$ cat config.mk
export PLATFORM = sky130hd
export DESIGN_NAME = sot_ctrl
export DESIGN_NICKNAME = d
export VERILOG_FILES = /design/src/rtl/core/sot_pkg.sv /design/src/rtl/core/sot_ctrl.sv
export SDC_FILE = /design/constraint.sdc
export NUM_CORES = 1
export LEC_CHECK = 0
export ABC_AREA = 1
export BUFFER_PORTS_ARGS = -buffer_cell sky130_fd_sc_hd__buf_2
export CORE_AREA = 3 3 40 42
export CTS_CLUSTER_SIZE = 14
export DETAILED_ROUTE_END_ITERATION = 10
export DIE_AREA = 0 0 43 45
export RECOVER_POWER = 25
export SLEW_MARGIN = 0
export SYNTH_ARGS = -nofsm -noshare
export SYNTH_HDL_FRONTEND = slang
export SYNTH_SLANG_ARGS = --single-unit
$ cat constraint.sdc
create_clock -name clk_i -period 1.1 [get_ports clk_i]
set_clock_uncertainty 0.15 [all_clocks]
set_input_delay 0.22 -clock clk_i [delete_from_list [all_inputs] [get_ports clk_i]]
set_output_delay 0.22 -clock clk_i [all_outputs]
set_load 0.01 [all_outputs]
$ cat src/rtl/core/sot_pkg.sv
// Package for the segment offset translator.
// Holds function codes, the loadable type and the controller/datapath structs.
// No dependencies.
package sot_pkg;

  localparam int unsigned FuncW = 2;

  localparam logic [FuncW-1:0] FUNC_CLEAR  = 2'd0;
  localparam logic [FuncW-1:0] FUNC_ADD    = 2'd1;
  localparam logic [FuncW-1:0] FUNC_XLATE  = 2'd2;

  localparam logic [31:0] LOADABLE_TYPE = 32'd1;

  // Commands from the controller to the datapath.
  typedef struct packed {
    logic load;        // capture the accepted item
    logic exec;        // run clear or add, or form a zero result
    logic scan_start;  // reset the scan index to the first entry
    logic scan_step;   // advance the scan by one entry
    logic set_miss;    // translate ended without a match
    logic finish;      // form the translated address of the match
    logic push;        // move the result into the output register
  } sot_cmd_t;

  // Status from the datapath to the controller.
  typedef struct packed {
    logic is_xlate;    // captured item is a translate
    logic can_scan;    // image base is nonzero and the table is not empty
    logic ent_valid;   // entry under compare lies below the fill count
    logic ent_hit;     // entry under compare holds the query offset
  } sot_sts_t;

endpackage

$ cat src/rtl/core/sot_ctrl.sv
// Controller state machine of the segment offset translator.
// Depends on sot_pkg for the command and status structs.
module sot_ctrl (
  input  logic              clk_i,
  input  logic              rst_ni,
  input  logic              in_valid_i,
  output logic              in_ready_o,
  output logic              out_valid_o,
  input  logic              out_ready_i,
  input  sot_pkg::sot_sts_t sts_i,
  output sot_pkg::sot_cmd_t cmd_o
);

  localparam logic [2:0] ST_IDLE  = 3'd0;
  localparam logic [2:0] ST_EXEC  = 3'd1;
  localparam logic [2:0] ST_SCAN0 = 3'd2;
  localparam logic [2:0] ST_CMP   = 3'd3;
  localparam logic [2:0] ST_ADD   = 3'd4;
  localparam logic [2:0] ST_PUSH  = 3'd5;

  logic [2:0] state_q, state_d;
  logic       out_valid_q, out_valid_d;
  logic       slot_free;

  assign in_ready_o  = (state_q == ST_IDLE);
  assign out_valid_o = out_valid_q;
  assign slot_free   = !out_valid_q || out_ready_i;

  always_comb begin
    state_d     = state_q;
    out_valid_d = out_valid_q;
    cmd_o       = '0;
    if (out_valid_q && out_ready_i) begin
      out_valid_d = 1'b0;
    end
    unique case (state_q)
      ST_IDLE: begin
        if (in_valid_i) begin
          cmd_o.load = 1'b1;
          state_d    = ST_EXEC;
        end
      end
      ST_EXEC: begin
        if (sts_i.is_xlate && sts_i.can_scan) begin
          cmd_o.scan_start = 1'b1;
          state_d          = ST_SCAN0;
        end else begin
          cmd_o.exec = 1'b1;
          state_d    = ST_PUSH;
        end
      end
      ST_SCAN0: begin
        cmd_o.scan_step = 1'b1;
        state_d         = ST_CMP;
      end
      ST_CMP: begin
        cmd_o.scan_step = 1'b1;
        if (!sts_i.ent_valid) begin
          cmd_o.set_miss = 1'b1;
          state_d        = ST_PUSH;
        end else if (sts_i.ent_hit) begin
          state_d = ST_ADD;
        end
      end
      ST_ADD: begin
        cmd_o.finish = 1'b1;
        state_d      = ST_PUSH;
      end
      ST_PUSH: begin
        if (slot_free) begin
          cmd_o.push  = 1'b1;
          out_valid_d = 1'b1;
          state_d     = ST_IDLE;
        end
      end
      default: begin
        state_d = ST_IDLE;
      end
    endcase
  end

  always_ff @(posedge clk_i or negedge rst_ni) begin
    if (!rst_ni) begin
      state_q     <= ST_IDLE;
      out_valid_q <= 1'b0;
    end else begin
      state_q     <= state_d;
      out_valid_q <= out_valid_d;
    end
  end

endmodule

==> flow_summary.json <==
{
  "grt_max_degree": 6,
  "critPathMaxStageDelay_ps": 470,
  "clockBufferDepth": 2,
  "ir_worst_vdd_mv": 1.74,
  "cts_buffers": 3,
  "hpwl_um": 629,
  "drtAntennaViolNets": 0,
  "htree_levels": 1,
  "synthCells": 48,
  "grt_remaining_overflow": 0,
  "ys_seq_area_share_pct": 33.1,
  "finalWorstSetupSlack_ps": -428,
  "layout_worst_path_cycle_share_pct": 139,
  "grt_pass1_vias": 401,
  "fin_crit_ps": 1530,
  "start_kind": "flop",
  "power_w": 0.00201,
  "layout.nets": 98,
  "net-switching-power_w": 0.000844,
  "worstHoldStart": "out_ready_i",
  "syn_nets": 56,
  "viasPerCell": 4.19,
  "wl_um": 1060,
  "syn_area_per_cell_sq_um": 6.31,
  "r2r_start": "state_q[0]",
  "dieArea_sq_um": 1940,
  "cts.sinks": 4,
  "sequentialPowerShare_pct": 18.9,
  "path_clk_slew_ps": 40,
  "comb_power_share_pct": 71.0,
  "power.share.clock_pct": 10.1,
  "syn_area_sq_um": 303,
  "hold_ws_ps": 179,
  "status": "finished, violations left",
  "drv_slew": 0,
  "drcViolationCount": 0,
  "setup_viol": 13,
  "rsz0062_at_grt": "yes",
  "tightest_slew_ps": 247,
  "gr-usage-all-layers_pct": 10.6,
  "relSlewSlack_pct": 83.4,
  "grt_pass1_wl_um": 1540,
  "drt_iter0_drc": 3,
  "die_w_um": 43,
  "fp.dieH_um": 45,
  "hold_viol_final": 0,
  "area_growth_pct": 145,
  "fin_util_pct": 57.6,
  "p_per_area_nw_per_um2": 2720,
  "worstPathMaxFanout": 5,
  "via_count": 436,
  "cts_tree": "built",
  "leakagePower_nw": 0.402,
  "crit_path_start": "state_q[2]",
  "yosysWarningCount": 0,
  "clkLatencyLatePin_ps": 240,
  "fin_tns_setup_ps": -4130,
  "max_freq_mhz": 654,
  "p_int_w": 0.00117,
  "critical_path.cell_chain": "buf_6 > nand3_4 > a21oi_2 > buf_2",
  "final_cell_mix": "buf_4 (16), buf_2 (9), buf_6 (9)",
  "required_ps": 730,
  "drive_above_1_share_pct": 71.9,
  "hp-class": "in -> reg",
  "preCtsSetupSlack_ps": -188,
  "maxCapViolations": 0,
  "rows": 13,
  "core_sq_um": 1280,
  "ios": 17,
  "violations": "negative setup slack",
  "cp.arrival_ps": 1160,
  "initial_utilization_pct": 23.6,
  "final_common_cell": "buf_4",
  "cp_slowest_cell": "dfrtp_2",
  "dr.pass1.iters": 2,
  "detail_route.wl_per_cell_um": 10.2,
  "antenna_cells": 0,
  "synth_seq_cells": 4,
  "place.gp.congestion": 0.776,
  "antenna_found_initial": 0,
  "cts-root-buf": "clkbuf_4",
  "synth_cell_type_count": 13,
  "swShare_pct": 41.9,
  "numPortBuffers": 16,
  "cp-end-kind": "output port",
  "critPathKind": "reg -> out"
}
## cells in the mapped netlist
cell / instances / share of area (%)
nand4_1: 1 / 2.1
nor2_2: 2 / 4.1
o21bai_1: 1 / 2.5
a21oi_1: 3 / 5.0
inv_2: 1 / 1.2
nand2_2: 3 / 6.2
nand3_1: 5 / 8.3
nor2_1: 7 / 8.7
nand2_1: 10 / 12
inv_1: 9 / 11
nor2_4: 1 / 3.7
dfrtp_1: 4 / 33
o21ai_0: 1 / 1.7
## final cells by class
cell class	instances	area, sq um
flip-flops and latches	4	104
inverters	10	42.5
clock buffers	4	26.3
well taps	15	18.8
repair buffers	37	300
fillers	114	544
multi-input cells	34	249
## sequential cells by signal, summed over array words and instances, names as in the netlist
| name | count |
|---|---|
| out_valid_o | 1 |
| state_q | 3 |
## worst paths after layout
kind / to / cells after the start / slack [ps]
setup / recovery: cmd_o[0] / 4 / -430
hold / removal: out_valid_o / 4 / 180
setup reg to reg: state_q[0] / 10 / -370
hold reg to reg: out_valid_o / 2 / 440
max in group asynchronous: state_q[1] / 2 / 390
min in group asynchronous: out_valid_o / 2 / 200
## power groups by stage
stage               combinational [W]  clock, W  sequential [W]
floorplan                    0.000478         0        0.000323
global placement             0.000764         0        0.000323
detailed placement           0.000768         0        0.000325
CTS                           0.00105  0.000212        0.000356
global route                  0.00154  0.000221        0.000395
finish                        0.00143  0.000203        0.000381
## metal layers
layer | part of all wire, % | vias up | GRT usage, %
met3 | 6.4 | 0 | 5.18
met4 | 0 | 0 | 0
met5 | 0 | - | 0
li1 | - | 231 | -
met1 | 35 | 193 | 11.8
met2 | 58 | 12 | 19.5
## metrics by stage
step / cells / area, sq um
4_1_cts: 97 / 609
6_report: 104 / 741
5_1_grt: 104 / 741
2_1_floorplan: 48 / 330
3_5_place_dp: 84 / 467
3_3_place_gp: 84 / 467
## critical path: cells and delay by family (launching register included)
kind	cells	cell delay (ps)
flops	1	470
buf+inv	2	270
compound gates	1	100
simple gates	1	80
## kinds of logic after synthesis
logic type	share of synthesized area, %
AOI/OAI and AO/OA	9.09
buffers and inverters	12.4
DFF	33.1
and+or+nand+nor	45.5
## timing repair
action / 4_1_cts / 5_1_grt
hold buffers: 1 / 0
hold endpoints to repair: 4 / 0
endpoints found under the setup margin: 12 / 13
pin swaps: 3 / 8
setup buffers: 8 / 7
gates resized for setup: 12 / 16
(Power assumes the default switching activity.)
