`config.mk`:
```
export PLATFORM = sky130hd
export DESIGN_NAME = sot_dp
export DESIGN_NICKNAME = d
export VERILOG_FILES = /design/src/rtl/core/sot_pkg.sv /design/src/rtl/core/sot_dp.sv
export SDC_FILE = /design/constraint.sdc
export NUM_CORES = 2
export LEC_CHECK = 0
export BUFFER_PORTS_ARGS = -buffer_cell sky130_fd_sc_hd__buf_2
export CAP_MARGIN = 5
export CORE_ASPECT_RATIO = 0.5
export CORE_MARGIN = 5
export CORE_UTILIZATION = 60
export CTS_BUF_LIST = sky130_fd_sc_hd__clkbuf_2 sky130_fd_sc_hd__clkbuf_4 sky130_fd_sc_hd__clkbuf_8
export DETAILED_ROUTE_END_ITERATION = 6
export HOLD_SLACK_MARGIN = 0.1
export PLACE_DENSITY = 0.77
export SYNTH_ARGS = -nofsm -noshare
export SYNTH_HDL_FRONTEND = slang
export SYNTH_SLANG_ARGS = --single-unit
```
`constraint.sdc`:
```
create_clock -name clk_i -period 21 [get_ports clk_i]
set_input_delay 2.1 -clock clk_i [delete_from_list [all_inputs] [get_ports clk_i]]
set_output_delay 2.1 -clock clk_i [all_outputs]
set_load 0.02 [all_outputs]
```
`src/rtl/core/sot_pkg.sv`:
```
// Package for the segment offset translator.
// Holds function codes, the loadable type and the controller/datapath structs.
// No dependencies.
package sot_pkg;

  localparam int unsigned FuncW = 2;

  localparam logic [FuncW-1:0] FUNC_CLEAR  = 2'd0;
  localparam logic [FuncW-1:0] FUNC_ADD    = 2'd1;
  localparam logic [FuncW-1:0] FUNC_XLATE  = 2'd2;

  localparam logic [31:0] LOADABLE_TYPE = 32'd1;

  // Commands from the controller to the datapath.
  typedef struct packed {
    logic load;        // capture the accepted item
    logic exec;        // run clear or add, or form a zero result
    logic scan_start;  // reset the scan index to the first entry
    logic scan_step;   // advance the scan by one entry
    logic set_miss;    // translate ended without a match
    logic finish;      // form the translated address of the match
    logic push;        // move the result into the output register
  } sot_cmd_t;

  // Status from the datapath to the controller.
  typedef struct packed {
    logic is_xlate;    // captured item is a translate
    logic can_scan;    // image base is nonzero and the table is not empty
    logic ent_valid;   // entry under compare lies below the fill count
    logic ent_hit;     // entry under compare holds the query offset
  } sot_sts_t;

endpackage

```
`src/rtl/core/sot_dp.sv`:
```
// Datapath of the segment offset translator: item capture, segment table,
// scan pipeline and result registers. Depends on sot_pkg.
module sot_dp #(
  parameter int unsigned MaxSegments = 16
) (
  input  logic              clk_i,
  input  logic              rst_ni,
  input  logic [1:0]        func_i,
  input  logic [31:0]       seg_type_i,
  input  logic [63:0]       seg_offset_i,
  input  logic [63:0]       seg_filesz_i,
  input  logic [63:0]       seg_vaddr_i,
  input  logic [63:0]       file_offset_i,
  input  logic              cfg_valid_i,
  input  logic [63:0]       cfg_image_base_i,
  input  sot_pkg::sot_cmd_t cmd_i,
  output sot_pkg::sot_sts_t sts_o,
  output logic [63:0]       vaddr_o,
  output logic              hit_o,
  output logic              overflow_o
);

  localparam int unsigned IdxW  = (MaxSegments > 1) ? $clog2(MaxSegments) : 1;
  localparam int unsigned CntW  = $clog2(MaxSegments + 1);
  localparam int unsigned ScanW = $clog2(MaxSegments + 2);

  typedef struct packed {
    logic [63:0] start;
    logic [63:0] stop;
    logic [63:0] addr;
  } entry_t;

  // Captured item.
  logic [1:0]  func_q;
  logic [31:0] type_q;
  logic [63:0] off_q, size_q, va_q, qry_q;

  logic [63:0]     base_q;
  logic [CntW-1:0] count_q;
  entry_t          mem_q [MaxSegments];

  logic [ScanW-1:0] scan_idx_q, ent_idx_q;
  logic [IdxW-1:0]  rd_addr;
  entry_t           ent_q;
  logic [63:0]      diff_q, part_q;

  logic [63:0] res_vaddr_q, out_vaddr_q;
  logic        res_hit_q, out_hit_q, res_ovf_q, out_ovf_q;

  logic is_add_load, full, do_write;

  assign is_add_load = (func_q == sot_pkg::FUNC_ADD) && (type_q == sot_pkg::LOADABLE_TYPE);
  assign full        = (count_q >= CntW'(MaxSegments));
  assign do_write    = cmd_i.exec && is_add_load && !full;
  assign rd_addr     = (scan_idx_q < ScanW'(MaxSegments)) ? scan_idx_q[IdxW-1:0] : '0;

  assign sts_o.is_xlate  = (func_q == sot_pkg::FUNC_XLATE);
  assign sts_o.can_scan  = (base_q != 64'd0) && (count_q != '0);
  assign sts_o.ent_valid = (ent_idx_q < ScanW'(count_q));
  assign sts_o.ent_hit   = (qry_q >= ent_q.start) && (qry_q < ent_q.stop);

  assign vaddr_o    = out_vaddr_q;
  assign hit_o      = out_hit_q;
  assign overflow_o = out_ovf_q;

  always_ff @(posedge clk_i or negedge rst_ni) begin
    if (!rst_ni) begin
      base_q     <= 64'd0;
      count_q    <= '0;
      scan_idx_q <= '0;
    end else begin
      if (cfg_valid_i) begin
        base_q <= cfg_image_base_i;
      end
      if (cmd_i.exec && (func_q == sot_pkg::FUNC_CLEAR)) begin
        count_q <= '0;
      end else if (do_write) begin
        count_q <= count_q + CntW'(1);
      end
      if (cmd_i.scan_start) begin
        scan_idx_q <= '0;
      end else if (cmd_i.scan_step) begin
        scan_idx_q <= scan_idx_q + ScanW'(1);
      end
    end
  end

  // Table write and registered table read.
  always_ff @(posedge clk_i) begin
    if (do_write) begin
      mem_q[count_q[IdxW-1:0]] <= '{start: off_q, stop: off_q + size_q, addr: va_q};
    end
    ent_q     <= mem_q[rd_addr];
    ent_idx_q <= scan_idx_q;
  end

  always_ff @(posedge clk_i) begin
    if (cmd_i.load) begin
      func_q <= func_i;
      type_q <= seg_type_i;
      off_q  <= seg_offset_i;
      size_q <= seg_filesz_i;
      va_q   <= seg_vaddr_i;
      qry_q  <= file_offset_i;
    end
    if (cmd_i.scan_step) begin
      diff_q <= qry_q - ent_q.start;
      part_q <= base_q + ent_q.addr;
    end
    if (cmd_i.exec || cmd_i.set_miss) begin
      res_vaddr_q <= 64'd0;
      res_hit_q   <= 1'b0;
      res_ovf_q   <= cmd_i.exec && is_add_load && full;
    end else if (cmd_i.finish) begin
      res_vaddr_q <= part_q + diff_q;
      res_hit_q   <= 1'b1;
      res_ovf_q   <= 1'b0;
    end
    if (cmd_i.push) begin
      out_vaddr_q <= res_vaddr_q;
      out_hit_q   <= res_hit_q;
      out_ovf_q   <= res_ovf_q;
    end
  end

endmodule

```
==> metrics <==
status complete, but fails checks; failing checks design-rule violations, max-capacitance violations, max-slew violations; antenna violations before repair slightly below 90; ys async rst share under 10%; Critical Path RT between 15000 and 20000 ps; Initial Utilization approximately three fifths; Placeable Area approximately 260000 um2; ANT nets after route 0; PostCTS Resize Cnt 0; area delta synth->final 11.1%; Avg Inst Size Synth between 10 and 15 um2; Die Span Y about 370 um; RSZ-0062 raised after global routing no; Pint 13.0 mW; Mapped Nets around 11000; Setup TNS 0 ps; Die W about 740 um; Cell Rows 133; clock latency on the worst-skew pair 1060 ps; Net Sw Frac 28.3%; delay-heaviest family, CP simple AND/OR/NAND/NOR gates; total CTS buffers ~540; Hold Crit Class flop to flop; Crit. End Element primary output; leak pwr 61.6 nW; H-tree levels 6; Post-CTS Setup Inserts 0; IO Pins ~430; first-pass GRT wire length ~700000 um; DR iter-0 viols between 15000 and 20000; worst path bufs/invs 1; Placer Congestion between 0.9 and 1; Yosys cell types between 90 and 100; Finished Core Util 67.1%; WP data arrival 4840 ps; detailed-route via count 102000; # port buffers roughly 430; GR Overflow Total 0; Logic pwr share around 16%; #FFs+latches synth about 4000; crit-path max cell delay approximately 750 ps; CTS Buffer Depth 4; Post-synth EDFFs approximately 3600; Clock Skew 99.2 ps; Final period util between 30% and 40%; sw power 5.12 mW; root buffer cell clkbuf_8; TritonCTS clock tree yes; Max Slew Vio Count 13; share of cells above drive strength 1 around 16%; Pre-antenna DRT Iters 7; dpl hpwl 306000 um; pre-CTS setup slack around 14000 ps; final setup vio count 0; die area 276000 um2; Worst-Margin Slew between 1500 and 2000 ps; max_cap viols 1; CTS sink cnt between 3000 and 4000; largest net degree at the start of global routing 119; worst setup margin ~14000 ps; drt via density between 6 and 7; Slew HR -3.84%; post-synthesis cell count around 11000; Total Power roughly 18 mW; Pwr per Cell Area between 100 and 150 nW/um2; global-route usage over all layers around a third; vias in the first global route ~98000; Main synth FF type edfxtp_1; count of warnings emitted by yosys 0; sequential share of power approximately half; CP Class flop to primary output; Clock transition at path regs approximately 60 ps; Synth Cell Area about 160000 um2; cts hold-fix bufs 0; CP max-delay cell nor4_1; Final Critical Period slightly below 7000 ps; CP Cell Sequence ha_1 > nand4_1 > nor4_1 > nand4_1 > nor4_1 > o21a_1 > o211a_1 > o221ai_1 > a211oi_1 > buf_2; DRC 3; f_max 144 MHz; CP startpoint kind flop; sequential cell area fraction in the yosys report between 70% and 80%; hold slack 409 ps; Hold Fails Final Rpt 0; Routed WL a little under 500000 um; wire per inst between 30 and 40 um; CP Max Fanout 7; nets roughly 12000; Clock Power Share roughly a third; fill cell count 17500; maximum vdd ir drop approximately 0.000059 V
## stage by stage
step	area, um2	std cells
2_1_floorplan	159000	10700
3_3_place_gp	166000	14300
3_5_place_dp	166000	14300
4_1_cts	176000	15300
5_1_grt	176000	15300
6_report	176000	15400
## power by group through the flow
stage / combinational, mW / sequential, mW / clock (mW)
detailed placement: 2.86 / 9.38 / 0
CTS: 2.87 / 9.21 / 5.92
finish: 2.97 / 9.22 / 5.90
global placement: 2.82 / 9.36 / 0
global route: 3.16 / 9.23 / 6.30
floorplan: 1.80 / 9.23 / 0
## sequential cells by signal, summed over array words and instances (netlist names)
register and count:
mem_q 3072, ent_q 192, base_q 64, diff_q 64
off_q 64, part_q 64, qry_q 64, res_vaddr_q 64
size_q 64, va_q 64, vaddr_o 64, type_q 32
count_q 5, ent_idx_q 5, scan_idx_q 5, func_q 2
hit_o 1, overflow_o 1, res_hit_q 1, res_ovf_q 1
## worst reg2reg max path, stage by stage, from the launching register on
cell and delay [ps]:
dfrtp_4 870, buf_4 610, buf_4 760, buf_12 580, buf_4 1050, mux2i_1 210, a2111oi_0 450, nor3_1 110
a31oi_2 880
## layout by cell type, fill, tap and decap left out, drive strengths merged, types with 215 or more instances in the layout
| cell | n |
|---|---|
| clkbuf | 779 |
| mux2i | 710 |
| a221oi | 228 |
| a21oi | 599 |
| inv | 215 |
| dfxtp | 262 |
| nand2 | 873 |
| buf | 684 |
| edfxtp | 3557 |
| mux2 | 217 |
| a211oi | 252 |
| o21ai | 403 |
| ha | 325 |
| nor2 | 578 |
## synth_stat cells, drive strengths merged, types with 162 or more instances
cell / n / share of area (%)
edfxtp: 3557 / 67
nand2: 873 / 2.1
mux2i: 710 / 4.5
a21oi: 599 / 1.9
nor2: 578 / 1.4
clkbuf: 497 / 1.2
o21ai: 403 / 1.3
ha: 325 / 2.6
dfxtp: 262 / 3.3
a211oi: 252 / 1.2
a221oi: 228 / 1.3
mux2: 217 / 1.5
nand3: 206 / 0.65
a31oi: 204 / 0.82
inv: 201 / 0.48
a21o: 162 / 0.77
## path summary, 6_finish.rpt
path / from / to / slack, ps / depth (start not counted)
setup / recovery: qry_q[19]$_DFFE_PP_ / sts_o[0] / 14060 / 10
hold / removal: res_vaddr_q[57]$_SDFFE_PP0P_ / vaddr_o[57]$_DFFE_PP_ / 410 / 0
setup reg to reg: scan_idx_q[1]$_DFFE_PN0P_ / ent_q[153]$_DFF_P_ / 15250 / 8
hold reg to reg: res_vaddr_q[57]$_SDFFE_PP0P_ / vaddr_o[57]$_DFFE_PP_ / 410 / 0
max in group asynchronous: rst_ni / scan_idx_q[4]$_DFFE_PN0P_ / 18740 / 2
min in group asynchronous: rst_ni / base_q[62]$_DFFE_PN0P_ / 1050 / 1
## cells by family after synthesis
logic type	share of synthesized area (%)
buf+inv	1.96
simple gates	5.68
flops	71.7
compound gates	10.3
mux	6.36
fa+ha+maj	2.61
xor+xnor	1.40
## layout make-up
| class | count | area, um2 | share of cell area, % |
|---|---|---|---|
| Antenna cell | 90 | 225 | 0.128 |
| Clock buffer | 778 | 9490 | 5.38 |
| Clock inverter | 171 | 1110 | 0.630 |
| Inverter | 201 | 759 | 0.430 |
| Multi-Input combinational cell | 6026 | 42200 | 23.9 |
| Sequential cell | 3893 | 114000 | 64.6 |
| Tap cell | 3510 | 4390 | 2.49 |
| Timing Repair Buffer | 685 | 4360 | 2.47 |
## routing by layer
metal / track usage (%) / share of wire [%] / vias up
met5: 0 / 0.092 / -
met4: 14.9 / 4.9 / 64
met3: 14.3 / 16 / 1297
met2: 50.5 / 42 / 7776
met1: 48.2 / 37 / 50100
li1: - / - / 42900
(Power assumes the default switching activity.)
